## src/design/pcut_pkg.sv

```systemverilog
`timescale 1ns / 1ps
// ----------------------------------------------------------------------------
// pcut_pkg
// Shared widths, constants and types of the per-core utilization tracker.
// ----------------------------------------------------------------------------
package pcut_pkg;

	localparam int NUM_CORES_DEF = 4;

	localparam int CORE_W     = 2;
	localparam int CNT_W      = 32;
	localparam int LOAD_W     = 10;
	localparam int FULL_SCALE = 1000;
	localparam int QBITS      = 10;
	localparam int PROD_W     = CNT_W + QBITS;

	localparam int S_TDATA_W  = 72;
	localparam int M_TDATA_W  = 16;

	typedef enum logic [2:0] {
		ST_IDLE,
		ST_READ,
		ST_CLASS,
		ST_DIV,
		ST_DONE
	} pcut_state_t;

	typedef struct packed {
		logic rd_en;
		logic wr_en;
		logic div_start;
		logic load_out;
	} pcut_ctl_t;

endpackage

```

## src/design/pcut_acc_mem.sv

```systemverilog
`timescale 1ns / 1ps
// ----------------------------------------------------------------------------
// pcut_acc_mem
// Accumulator memory: one row of active and elapsed counts per core,
// registered read, one write port, per-row valid bits so reset reads zero.
// ----------------------------------------------------------------------------
module pcut_acc_mem #(
	parameter int NUM_CORES = pcut_pkg::NUM_CORES_DEF,
	parameter int IDX_W     = (NUM_CORES > 1) ? $clog2(NUM_CORES) : 1
) (
	input  logic                      clk,
	input  logic                      arst_n,
	input  logic                      rd_en,
	input  logic [IDX_W-1:0]          rd_addr,
	input  logic                      wr_en,
	input  logic [IDX_W-1:0]          wr_addr,
	input  logic [pcut_pkg::CNT_W-1:0] wr_active,
	input  logic [pcut_pkg::CNT_W-1:0] wr_elapsed,
	output logic [pcut_pkg::CNT_W-1:0] rd_active,
	output logic [pcut_pkg::CNT_W-1:0] rd_elapsed
);
	import pcut_pkg::*;

	logic [2*CNT_W-1:0] mem [NUM_CORES];
	logic [NUM_CORES-1:0] valid_q;
	logic [2*CNT_W-1:0] rd_data_q;
	logic rd_vld_q;

	always_ff @(posedge clk) begin
		if (wr_en) begin
			mem[wr_addr] <= {wr_elapsed, wr_active};
		end
		if (rd_en) begin
			rd_data_q <= mem[rd_addr];
		end
	end

	always_ff @(posedge clk or negedge arst_n) begin
		if (!arst_n) begin
			valid_q  <= '0;
			rd_vld_q <= 1'b0;
		end else begin
			if (wr_en) begin
				valid_q[wr_addr] <= 1'b1;
			end
			if (rd_en) begin
				rd_vld_q <= valid_q[rd_addr];
			end
		end
	end

	assign rd_active  = rd_vld_q ? rd_data_q[CNT_W-1:0] : '0;
	assign rd_elapsed = rd_vld_q ? rd_data_q[2*CNT_W-1:CNT_W] : '0;

endmodule

```

## src/design/pcut_div.sv

```systemverilog
`timescale 1ns / 1ps
// ----------------------------------------------------------------------------
// pcut_div
// Restoring divider, one quotient bit per cycle. The quotient is known to
// fit in QBITS bits, so the divisor starts shifted up by QBITS-1.
// ----------------------------------------------------------------------------
module pcut_div (
	input  logic                        clk,
	input  logic                        arst_n,
	input  logic                        start,
	input  logic [pcut_pkg::PROD_W-1:0] num,
	input  logic [pcut_pkg::CNT_W-1:0]  den,
	output logic                        done,
	output logic [pcut_pkg::QBITS-1:0]  quo
);
	import pcut_pkg::*;

	localparam int CNT_BITS = $clog2(QBITS + 1);

	logic [PROD_W-1:0] r_q;
	logic [PROD_W-1:0] d_q;
	logic [QBITS-1:0]  q_q;
	logic [CNT_BITS-1:0] cnt_q;
	logic busy_q;
	logic done_q;
	logic ge;

	assign ge = (r_q >= d_q);

	always_ff @(posedge clk) begin
		if (start) begin
			r_q <= num;
			d_q <= PROD_W'(den) << (QBITS - 1);
			q_q <= '0;
		end else if (busy_q) begin
			if (ge) begin
				r_q <= r_q - d_q;
			end
			q_q <= {q_q[QBITS-2:0], ge};
			d_q <= d_q >> 1;
		end
	end

	always_ff @(posedge clk or negedge arst_n) begin
		if (!arst_n) begin
			busy_q <= 1'b0;
			done_q <= 1'b0;
			cnt_q  <= '0;
		end else begin
			done_q <= 1'b0;
			if (start) begin
				busy_q <= 1'b1;
				cnt_q  <= CNT_BITS'(QBITS);
			end else if (busy_q) begin
				cnt_q <= cnt_q - CNT_BITS'(1);
				if (cnt_q == CNT_BITS'(1)) begin
					busy_q <= 1'b0;
					done_q <= 1'b1;
				end
			end
		end
	end

	assign done = done_q;
	assign quo  = q_q;

endmodule

```

## src/design/per_core_utilization_tracker.sv

```systemverilog
`timescale 1ns / 1ps
// ----------------------------------------------------------------------------
// per_core_utilization_tracker
// Per-core active/elapsed accumulators with a load readout in permille.
// ----------------------------------------------------------------------------
// Usage:
//   s_* carries one report word: core index, busy cycles, elapsed cycles.
//   The core's accumulators are read from memory, both counts added
//   (wrapping at 32 bits) and written back, then the load is formed as
//   floor(active*1000/total) by a bit-serial divider.
//   m_* returns one result word per report: core, load, no_elapsed, over_full.
//   When a division runs, the result reaches m_tvalid through the read,
//   classify, divide and done states; the divide state is skipped for a
//   zero total, active above total, or a core index outside the core count.
//   One report is in work at a time; s_tready is high only while the block
//   waits for a report, so a new report is not taken before the last one
//   has left the done state.
//   The result sits in an output register: a new report is taken while the
//   result waits, and a finished result waits in the pipe when m_tready
//   stays low.
//   Reset clears all accumulators at once (per-row valid bits) and drops
//   any word in flight.
// ----------------------------------------------------------------------------
module per_core_utilization_tracker #(
	parameter int NUM_CORES = pcut_pkg::NUM_CORES_DEF
) (
	input  logic                          clk,
	input  logic                          arst_n,
	input  logic                          s_tvalid,
	output logic                          s_tready,
	// core_index[1:0], active_add[33:2], total_add[65:34], zero pad
	input  logic [pcut_pkg::S_TDATA_W-1:0] s_tdata,
	output logic                          m_tvalid,
	input  logic                          m_tready,
	// result_core[1:0], load_permille[11:2], no_elapsed[12], over_full[13], zero pad
	output logic [pcut_pkg::M_TDATA_W-1:0] m_tdata
);
	import pcut_pkg::*;

	localparam int IDX_W = (NUM_CORES > 1) ? $clog2(NUM_CORES) : 1;

	pcut_state_t state_q, state_d;
	pcut_ctl_t ctl;

	logic [CORE_W-1:0] in_core;
	logic [CNT_W-1:0]  in_active;
	logic [CNT_W-1:0]  in_total;
	logic [IDX_W+1:0]  core_ext;
	logic              in_range;

	logic [CORE_W-1:0] core_q;
	logic [IDX_W-1:0]  addr_q;
	logic              in_range_q;
	logic [CNT_W-1:0]  add_a_q;
	logic [CNT_W-1:0]  add_t_q;
	logic [CNT_W-1:0]  a_q;
	logic [CNT_W-1:0]  t_q;
	logic [CNT_W-1:0]  sum_a;
	logic [CNT_W-1:0]  sum_t;
	logic [CNT_W-1:0]  rd_active;
	logic [CNT_W-1:0]  rd_elapsed;

	logic [PROD_W-1:0] prod;
	logic              div_done;
	logic [QBITS-1:0]  div_quo;
	logic              need_div;

	logic [LOAD_W-1:0] load_q;
	logic              none_q;
	logic              over_q;
	logic              out_free;
	logic              m_tvalid_q;
	logic [M_TDATA_W-1:0] m_tdata_q;

	assign in_core   = s_tdata[CORE_W-1:0];
	assign in_active = s_tdata[CORE_W+CNT_W-1:CORE_W];
	assign in_total  = s_tdata[CORE_W+2*CNT_W-1:CORE_W+CNT_W];
	assign core_ext  = (IDX_W + 2)'(in_core);
	assign in_range  = (32'(in_core) < NUM_CORES);

	assign sum_a = rd_active + add_a_q;
	assign sum_t = rd_elapsed + add_t_q;
	assign prod  = PROD_W'(a_q) * PROD_W'(FULL_SCALE);
	assign need_div = in_range_q && (t_q != '0) && (a_q <= t_q);
	assign out_free = !m_tvalid_q || m_tready;

	always_comb begin
		state_d = state_q;
		case (state_q)
			ST_IDLE:  if (s_tvalid) state_d = ST_READ;
			ST_READ:  state_d = ST_CLASS;
			ST_CLASS: state_d = need_div ? ST_DIV : ST_DONE;
			ST_DIV:   if (div_done) state_d = ST_DONE;
			ST_DONE:  if (out_free) state_d = ST_IDLE;
			default:  state_d = ST_IDLE;
		endcase
	end

	always_comb begin
		ctl      = '0;
		s_tready = 1'b0;
		case (state_q)
			ST_IDLE: begin
				s_tready  = 1'b1;
				ctl.rd_en = s_tvalid && in_range;
			end
			ST_READ:  ctl.wr_en = in_range_q;
			ST_CLASS: ctl.div_start = need_div;
			ST_DONE:  ctl.load_out = out_free;
			default:  ctl = '0;
		endcase
	end

	always_ff @(posedge clk or negedge arst_n) begin
		if (!arst_n) begin
			state_q    <= ST_IDLE;
			m_tvalid_q <= 1'b0;
		end else begin
			state_q <= state_d;
			if (ctl.load_out) begin
				m_tvalid_q <= 1'b1;
			end else if (m_tready) begin
				m_tvalid_q <= 1'b0;
			end
		end
	end

	always_ff @(posedge clk) begin
		if (s_tvalid && s_tready) begin
			core_q     <= in_core;
			addr_q     <= core_ext[IDX_W-1:0];
			in_range_q <= in_range;
			add_a_q    <= in_active;
			add_t_q    <= in_total;
		end
		if (state_q == ST_READ) begin
			a_q <= sum_a;
			t_q <= sum_t;
		end
		if (state_q == ST_CLASS) begin
			if (in_range_q && (t_q == '0)) begin
				load_q <= '0;
				none_q <= 1'b1;
				over_q <= 1'b0;
			end else if (in_range_q && (a_q > t_q)) begin
				load_q <= LOAD_W'(FULL_SCALE);
				none_q <= 1'b0;
				over_q <= 1'b1;
			end else begin
				load_q <= '0;
				none_q <= 1'b0;
				over_q <= 1'b0;
			end
		end
		if (state_q == ST_DIV && div_done) begin
			load_q <= LOAD_W'(div_quo);
		end
		if (ctl.load_out) begin
			m_tdata_q <= M_TDATA_W'({over_q, none_q, load_q, core_q});
		end
	end

	pcut_acc_mem #(
		.NUM_CORES(NUM_CORES),
		.IDX_W    (IDX_W)
	) u_mem (
		.clk       (clk),
		.arst_n    (arst_n),
		.rd_en     (ctl.rd_en),
		.rd_addr   (core_ext[IDX_W-1:0]),
		.wr_en     (ctl.wr_en),
		.wr_addr   (addr_q),
		.wr_active (sum_a),
		.wr_elapsed(sum_t),
		.rd_active (rd_active),
		.rd_elapsed(rd_elapsed)
	);

	pcut_div u_div (
		.clk   (clk),
		.arst_n(arst_n),
		.start (ctl.div_start),
		.num   (prod),
		.den   (t_q),
		.done  (div_done),
		.quo   (div_quo)
	);

	assign m_tvalid = m_tvalid_q;
	assign m_tdata  = m_tdata_q;

	a_accept_reads: assert property (@(posedge clk) disable iff (!arst_n)
		(s_tvalid && s_tready) |=> (state_q == ST_READ))
		else $error("accepted word did not enter the read stage");

	a_flags_exclusive: assert property (@(posedge clk) disable iff (!arst_n)
		m_tvalid |-> !(m_tdata[12] && m_tdata[13]))
		else $error("no_elapsed and over_full both set");

	a_over_saturates: assert property (@(posedge clk) disable iff (!arst_n)
		(m_tvalid && m_tdata[13]) |-> (m_tdata[11:2] == LOAD_W'(FULL_SCALE)))
		else $error("over_full without saturated load");

	a_none_zero: assert property (@(posedge clk) disable iff (!arst_n)
		(m_tvalid && m_tdata[12]) |-> (m_tdata[11:2] == '0))
		else $error("no_elapsed with nonzero load");

	a_div_in_div: assert property (@(posedge clk) disable iff (!arst_n)
		div_done |-> (state_q == ST_DIV))
		else $error("divider finished outside the divide state");

endmodule
```

## config.mk

```make
export PLATFORM = sky130hd
export DESIGN_NAME = per_core_utilization_tracker
export DESIGN_NICKNAME = d
export VERILOG_FILES = /design/src/design/pcut_pkg.sv /design/src/design/pcut_acc_mem.sv /design/src/design/pcut_div.sv /design/src/design/per_core_utilization_tracker.sv
export SDC_FILE = /design/constraint.sdc
export NUM_CORES = 1
export LEC_CHECK = 0
export ABC_AREA = 1
export BUFFER_PORTS_ARGS = -buffer_cell sky130_fd_sc_hd__buf_2
export CAP_MARGIN = 20
export CORE_MARGIN = 5
export CORE_UTILIZATION = 60
export DETAILED_ROUTE_END_ITERATION = 12
export PLACE_DENSITY = 0.77
export SLEW_MARGIN = 40
export SYNTH_ARGS = -nofsm -noshare
export SYNTH_HDL_FRONTEND = slang
export SYNTH_SLANG_ARGS = --single-unit
```

## constraint.sdc

```tcl
create_clock -name clk -period 14.8 [get_ports clk]
set_clock_uncertainty 0.1 [all_clocks]
set_input_delay 2.22 -clock clk [delete_from_list [all_inputs] [get_ports clk]]
set_output_delay 2.22 -clock clk [all_outputs]
set_load 0.02 [all_outputs]
```

==> results of run 1 <==
## metal layers
layer / track usage, % / share of wire, % / wire length (um)
met1: 36.2 / 42 / 35800
met2: 44.5 / 48 / 40300
met3: 3.69 / 6.9 / 5820
met4: 7.83 / 2.9 / 2470
met5: 0 / 0 / 0
## through the flow
stage                     instances  area (um2)  hold WS [ps]
after floorplan                3764       35200           300
after global placement         4554       36400           304
after detailed placement       4556       36400           310
after CTS                      4663       38400           320
after global routing           4664       38400           335
final                          4665       38400           318
## placed cells by master, fill, tap and decap left out, types with 22 or more instances in the layout
| master | Yosys | routed |
|---|---|---|
| fa_1 | 121 | 121 |
| xnor2_1 | 29 | 29 |
| nand2_1 | 877 | 877 |
| dfxtp_1 | 22 | 22 |
| buf_2 | 8 | 84 |
| o22ai_1 | 65 | 65 |
| nor2_1 | 341 | 337 |
| o21ai_0 | 235 | 235 |
| edfxtp_1 | 547 | 547 |
| a21oi_1 | 178 | 178 |
| clkbuf_16 | 0 | 60 |
| nand4_1 | 35 | 35 |
| xor2_1 | 78 | 78 |
| inv_1 | 616 | 615 |
| nand3_1 | 141 | 141 |
| ha_1 | 222 | 222 |
## layout make-up
| class | count | area share (%) |
|---|---|---|
| flip-flops and latches | 584 | 44.9 |
| multi-input cells | 2480 | 39.8 |
| inverters | 618 | 6.04 |
| clock buffers | 74 | 4.15 |
| well taps | 765 | 2.49 |
| repair buffers | 110 | 1.72 |
| clock inverters | 33 | 0.876 |
| diodes | 1 | 0.00652 |
## how the worst max path moves through the flow
| stage | startpoint | to | cells after the start |
|---|---|---|---|
| 6_report | a_q[12] | u_div.r_q[41] | 17 |
| 5_1_grt | a_q[11] | u_div.r_q[41] | 17 |
| 4_1_cts | a_q[11] | u_div.r_q[41] | 17 |
| 3_5_place_dp | a_q[11] | u_div.r_q[41] | 17 |
| 3_3_place_gp | a_q[11] | u_div.r_q[41] | 17 |
| 2_1_floorplan | state_q[2] | u_mem.valid_q[1] | 4 |
## flip-flops by register name, indices dropped and copies added (netlist names), 10 cells and up
register,cells
u_mem.mem,256
u_mem.rd_data_q,64
u_div.r_q,42
u_div.d_q,41
a_q,32
add_a_q,32
add_t_q,32
t_q,32
m_tdata,14
load_q,10
u_div.quo,10
## kinds of logic (layout without fill, tap and decap cells)
logic type,after synthesis,in the layout,synth area share [%]
AND/OR/NAND/NOR,1485,1485,17.4
buffers and inverters,700,835,7.67
flip-flops,584,584,49.0
AO/OA/AOI/OAI,542,542,8.39
adder cells (fa/ha/maj),343,343,14.8
XOR/XNOR,107,107,2.66
other,1,3,0.0107
multiplexers,1,1,0.0320
==> impl_metrics.json, run 1 <==
{
  "root_buffer": "clkbuf_16",
  "place_ws_ps": 9850,
  "hp-start": "load_q[7]",
  "clk_pin_slew_ps": 60,
  "seq_area_um2": 17200,
  "cts_buffers": 59,
  "grt_start_max_net_pins": 110,
  "routabilityCongestion": 0.991,
  "wl_per_cell_um": 18.1,
  "setup_viol": 0,
  "hold_buffers": 0,
  "synth_area_leaders": "edfxtp_1, nand2_1, ha_1",
  "nets": 4272,
  "hold_end": "m_tdata[9]",
  "cts_tree": "yes",
  "grt_pass1_wl_mm": 134,
  "endpoint_kind": "flip-flop",
  "ys_ff_latch": 584,
  "async_reset_ff_share_pct": 2.57,
  "critPathKind": "flip-flop to flip-flop",
  "cts_setup_buffers": 0,
  "r2r_cells": 17,
  "clock.fmax_ghz": 0.200,
  "synth.top_cell.area_share_pct": 46.7,
  "ff2ff_setup_slack_ps": 9800,
  "via_per_inst": 5.58,
  "finalWirelength_mm": 84.3,
  "synth_ff_type": "edfxtp_1",
  "cts.sinks": 584,
  "drv_cap": 0,
  "rows": 88,
  "ys_warn_count": 0,
  "cpPeakStageDelay_ps": 550,
  "holdPathStages": 0,
  "dpl.hpwl_mm": 61.5,
  "nFillCells": 4635,
  "avgSynthCellArea_um2": 9.35,
  "start_util_pct": 60.7,
  "synth_cells": 3763,
  "fp.dieH_um": 252,
  "fin_ws_ps": 9800,
  "insertion_delay_ps": 630,
  "cp_cell_sequence": "inv_1, fa_1, fa_1, fa_1, fa_1, inv_1, ha_1, a21oi_1, o21ai_0, a21oi_1, nand3_1, nand2_1, nand2_1, nand2_1, nand2_1, nand2_1, nand2_1",
  "worstPathMaxFanout": 4,
  "slowest_stage": "fa_1",
  "grt_pass1_vias": 25600,
  "setup_tns_ps": 0,
  "critPathRequiredTime_ps": 15050,
  "cts.htree.levels": 2,
  "hold_violations": 0,
  "antenna_found_initial": 0,
  "multiInputGateArea_um2": 15300,
  "worstReg2RegStart": "a_q[12]",
  "drive_above_1_share_pct": 6.59,
  "rsz0062_at_grt": "false",
  "ys_top_cells_by_count": "nand2_1, inv_1, edfxtp_1",
  "finalMaxSlewViolations": 0,
  "yosysTopAreaCell": "edfxtp_1",
  "cp_common_cell": "nand2_1",
  "yosysMostFrequentCell": "nand2_1",
  "grt.total_usage_pct": 26.4,
  "syn_to_final_growth_pct": 9.18,
  "gr-total-overflow": 0,
  "io_buffers": 85,
  "drtIter0Drc": 2539,
  "cp-start-kind": "flip-flop",
  "synth-edff-count": 547,
  "post-route-util_pct": 66.3,
  "cts_resized": 0,
  "ant_nets": 0,
  "vias": 26000,
  "seq_area_frac_synth_pct": 49.0,
  "hold_path.class": "flip-flop to flip-flop",
  "clockBufferDepth": 3,
  "worst_r2r_endpoint": "u_div.r_q[41]",
  "tightest_slew_ps": 830,
  "drc_errors": 0,
  "netlist_area_um2": 35200,
  "synthDistinctLibCells": 47,
  "ios": 94,
  "finalCritPeriodShare_pct": 33.8,
  "crit_buf_inv": 2,
  "design.core.area_um2": 57900,
  "die_w_um": 252,
  "crit_arrival_ps": 5250,
  "dieArea_um2": 63600,
  "relSlewSlack_pct": 44.7,
  "critical-path-top-delay-family": "adder cells",
  "status": "complete, no violations",
  "drt_first_pass_iters": 6,
  "fin_crit_ps": 5000
}
Power of run 1 is left out: the tool's default activity adds up to more than one toggle a clock period on the data nets, which glitch-free logic cannot reach.
==> run 2, diff against run 1 <==
--- a/config.mk
+++ b/config.mk
@@ -5,11 +5,11 @@
 export SDC_FILE = /design/constraint.sdc
 export NUM_CORES = 1
 export LEC_CHECK = 0
-export ABC_AREA = 1
+export ABC_AREA = 0
 export BUFFER_PORTS_ARGS = -buffer_cell sky130_fd_sc_hd__buf_2
 export CAP_MARGIN = 20
 export CORE_MARGIN = 5
-export CORE_UTILIZATION = 60
+export CORE_UTILIZATION = 57
 export DETAILED_ROUTE_END_ITERATION = 12
 export PLACE_DENSITY = 0.77
 export SLEW_MARGIN = 40
==> constraint.sdc (replaced) <==
create_clock -name clk -period 4.3 [get_ports clk]
set_clock_uncertainty 0.1 [all_clocks]
set_input_delay 0.645 -clock clk [delete_from_list [all_inputs] [get_ports clk]]
set_output_delay 0.645 -clock clk [all_outputs]
set_load 0.02 [all_outputs]
==> run 2 against run 1 <==
The run now ends with negative setup slack left. Final cell count shrank 23%. Cell area is 1.4% lower. Register-to-register slack got worse by 11000 ps. Hold slack got worse by 220 ps. Highest routed layer unchanged. First-iteration DRC count fell by 34%. Maximum frequency fell by 3.6%. Non-clock buffer count rose by 210. Die area down 3.6%. Utilization is 1.1 points higher. Sequential share of layout area rose by 0.62 points. Critical endpoint is now u_div.r_q[38].
==> impl_metrics.json, run 2 <==
{
  "tightest_slew_ps": 852,
  "largestRegisters": "u_mem.mem (256), u_mem.rd_data_q (64), u_div.r_q (42)",
  "syn_to_final_growth_pct": 17.8,
  "seq_area_frac_synth_pct": 53.6,
  "fin_ws_ps": -889,
  "setup_viol": 27,
  "dieArea_um2": 61300,
  "cts.htree.levels": 2,
  "synth.top_cell.area_share_pct": 51.1,
  "crit_arrival_ps": 5460,
  "placedInstanceArea_um2": 35100,
  "finalMaxSlewViolations": 0,
  "antenna_found_initial": 0,
  "grt_start_max_net_pins": 77,
  "fin_crit_ps": 5190,
  "synthDistinctLibCells": 77,
  "antenna_cells": 0,
  "wl_per_cell_um": 20.4,
  "async_reset_ff_share_pct": 2.57,
  "io_buffers": 85,
  "cts.sinks": 584,
  "finalWirelength_mm": 73.4,
  "yosysMostFrequentCell": "edfxtp_1",
  "drive_above_1_share_pct": 21.3,
  "fp.dieH_um": 248,
  "yosysTopAreaCell": "edfxtp_1",
  "grt.total_usage_pct": 24.0,
  "final_common_cell": "edfxtp_1",
  "relSlewSlack_pct": 43.2,
  "vias": 20900,
  "nFillCells": 3941,
  "ys_top_cells_by_count": "edfxtp_1, inv_1, ha_1",
  "clk_pin_slew_ps": 60,
  "critPathRequiredTime_ps": 4570,
  "clockBufferDepth": 3,
  "largest_reg_flops": 256,
  "cp_cell_sequence": "inv_2, fa_1, fa_1, fa_1, fa_1, inv_2, ha_4, o21a_1, o211ai_1, o31ai_4, a41o_1, o22ai_4, o311ai_4, nand3_2, and4_1, or3_1",
  "top_register": "u_mem.mem",
  "dpl.hpwl_mm": 51.0,
  "synth_area_leaders": "edfxtp_1, ha_1, fa_1",
  "netlist_area_um2": 32200,
  "post-route-util_pct": 67.4,
  "ios": 94,
  "cts_buffers": 60,
  "grt_pass1_vias": 21700,
  "final_cell_mix": "edfxtp_1, inv_1, ha_1, buf_4, nand2_1",
  "drc_errors": 0,
  "drtIter0Drc": 1668,
  "endpoint_kind": "flip-flop",
  "grt_pass1_wl_mm": 116,
  "ys_warn_count": 0,
  "cp_common_cell": "fa_1",
  "finalInstanceArea_um2": 37900,
  "drv_cap": 0,
  "rows": 87,
  "insertion_delay_ps": 630,
  "start_util_pct": 57.3,
  "cts_tree": "yes",
  "ys_ff_latch": 584,
  "nets": 3219,
  "worstPathMaxFanout": 3,
  "synth_cells": 2485,
  "cp-start-kind": "flip-flop",
  "hold_violations": 0,
  "synth_ff_type": "edfxtp_1",
  "slowest_stage": "fa_1",
  "ant_nets": 0,
  "violations": "negative setup slack",
  "setup_tns_ps": -15790,
  "design.core.area_um2": 56200,
  "synth-edff-count": 547,
  "die_w_um": 248,
  "rsz0062_at_grt": "true",
  "drt_first_pass_iters": 5,
  "clock.fmax_ghz": 0.193,
  "hold_path.class": "primary input to flip-flop",
  "finalCritPeriodShare_pct": 121,
  "gr-total-overflow": 0,
  "avgSynthCellArea_um2": 12.9,
  "critPathKind": "flip-flop to flip-flop",
  "status": "complete, but fails checks",
  "via_per_inst": 5.79,
  "routabilityCongestion": 0.928,
  "root_buffer": "clkbuf_16",
  "ff2ff_setup_slack_ps": -890,
  "cpPeakStageDelay_ps": 580
}
==> run 2: cells by family (layout without fill, tap and decap cells) <==
family / after synthesis / after routing / synth area share, %
flip-flops: 584 / 584 / 53.6
adder cells (fa/ha/maj): 343 / 343 / 16.2
buffers and inverters: 333 / 694 / 3.94
AND/OR/NAND/NOR: 524 / 524 / 7.99
XOR/XNOR: 126 / 126 / 3.43
multiplexers: 86 / 86 / 5.21
other: 1 / 2 / 0.0117
AO/OA/AOI/OAI: 488 / 488 / 9.66
==> run 2: timing repair <==
action	4_1_cts	5_1_grt
endpoints found under the setup margin	49	65
resized for setup	69	46
pin swaps	48	36
endpoints found under the hold margin	15	0
setup buffers	19	16
hold buffers	1	0
==> run 2: cell type report <==
type	instances	area (um2)	share of cell area (%)
multi-input combinational	1569	14400	38.1
clock buffer	73	1570	4.14
timing repair buffer	320	2400	6.34
inverter	265	997	2.63
sequential	584	17200	45.5
clock inverter	36	310	0.819
tap	756	946	2.50
==> run 2: worst max-delay path, delay by kind of cell, from the launching register on <==
kind	cells	cell delay (ps)
compound gates	6	1300
simple gates	3	590
buf+inv	2	190
fa+ha+maj	5	2360
flops	1	410
==> run 2: path summary, 6_finish.rpt <==
check	start	to	cells after the start
worst max-delay path	a_q[6]	u_div.r_q[38]	16
max in group asynchronous	arst_n	u_div.busy_q	2
worst min-delay path	s_tdata[15]	add_a_q[13]	1
min in group asynchronous	arst_n	u_div.cnt_q[0]	2
worst max register to register	a_q[6]	u_div.r_q[38]	16
worst min register to register	load_q[7]	m_tdata[9]	0
==> run 2: layer usage <==
layer | vias up | global-route usage [%] | part of all wire (%)
li1 | 9692 | - | -
met1 | 10400 | 31.4 | 41
met2 | 571 | 41.9 | 51
met3 | 168 | 2.61 | 4.4
met4 | 0 | 8.76 | 3.8
met5 | - | 0 | 0
==> run 2: through the flow <==
stage	setup WS (ps)	instances	hold slack, ps
final	-889	3603	95.9
after detailed placement	-924	3464	305
after floorplan	-670	2486	249
after global placement	-818	3464	304
after CTS	-839	3590	55.4
after global routing	-1030	3603	61.7
Power of run 2 is left out for the same reason.
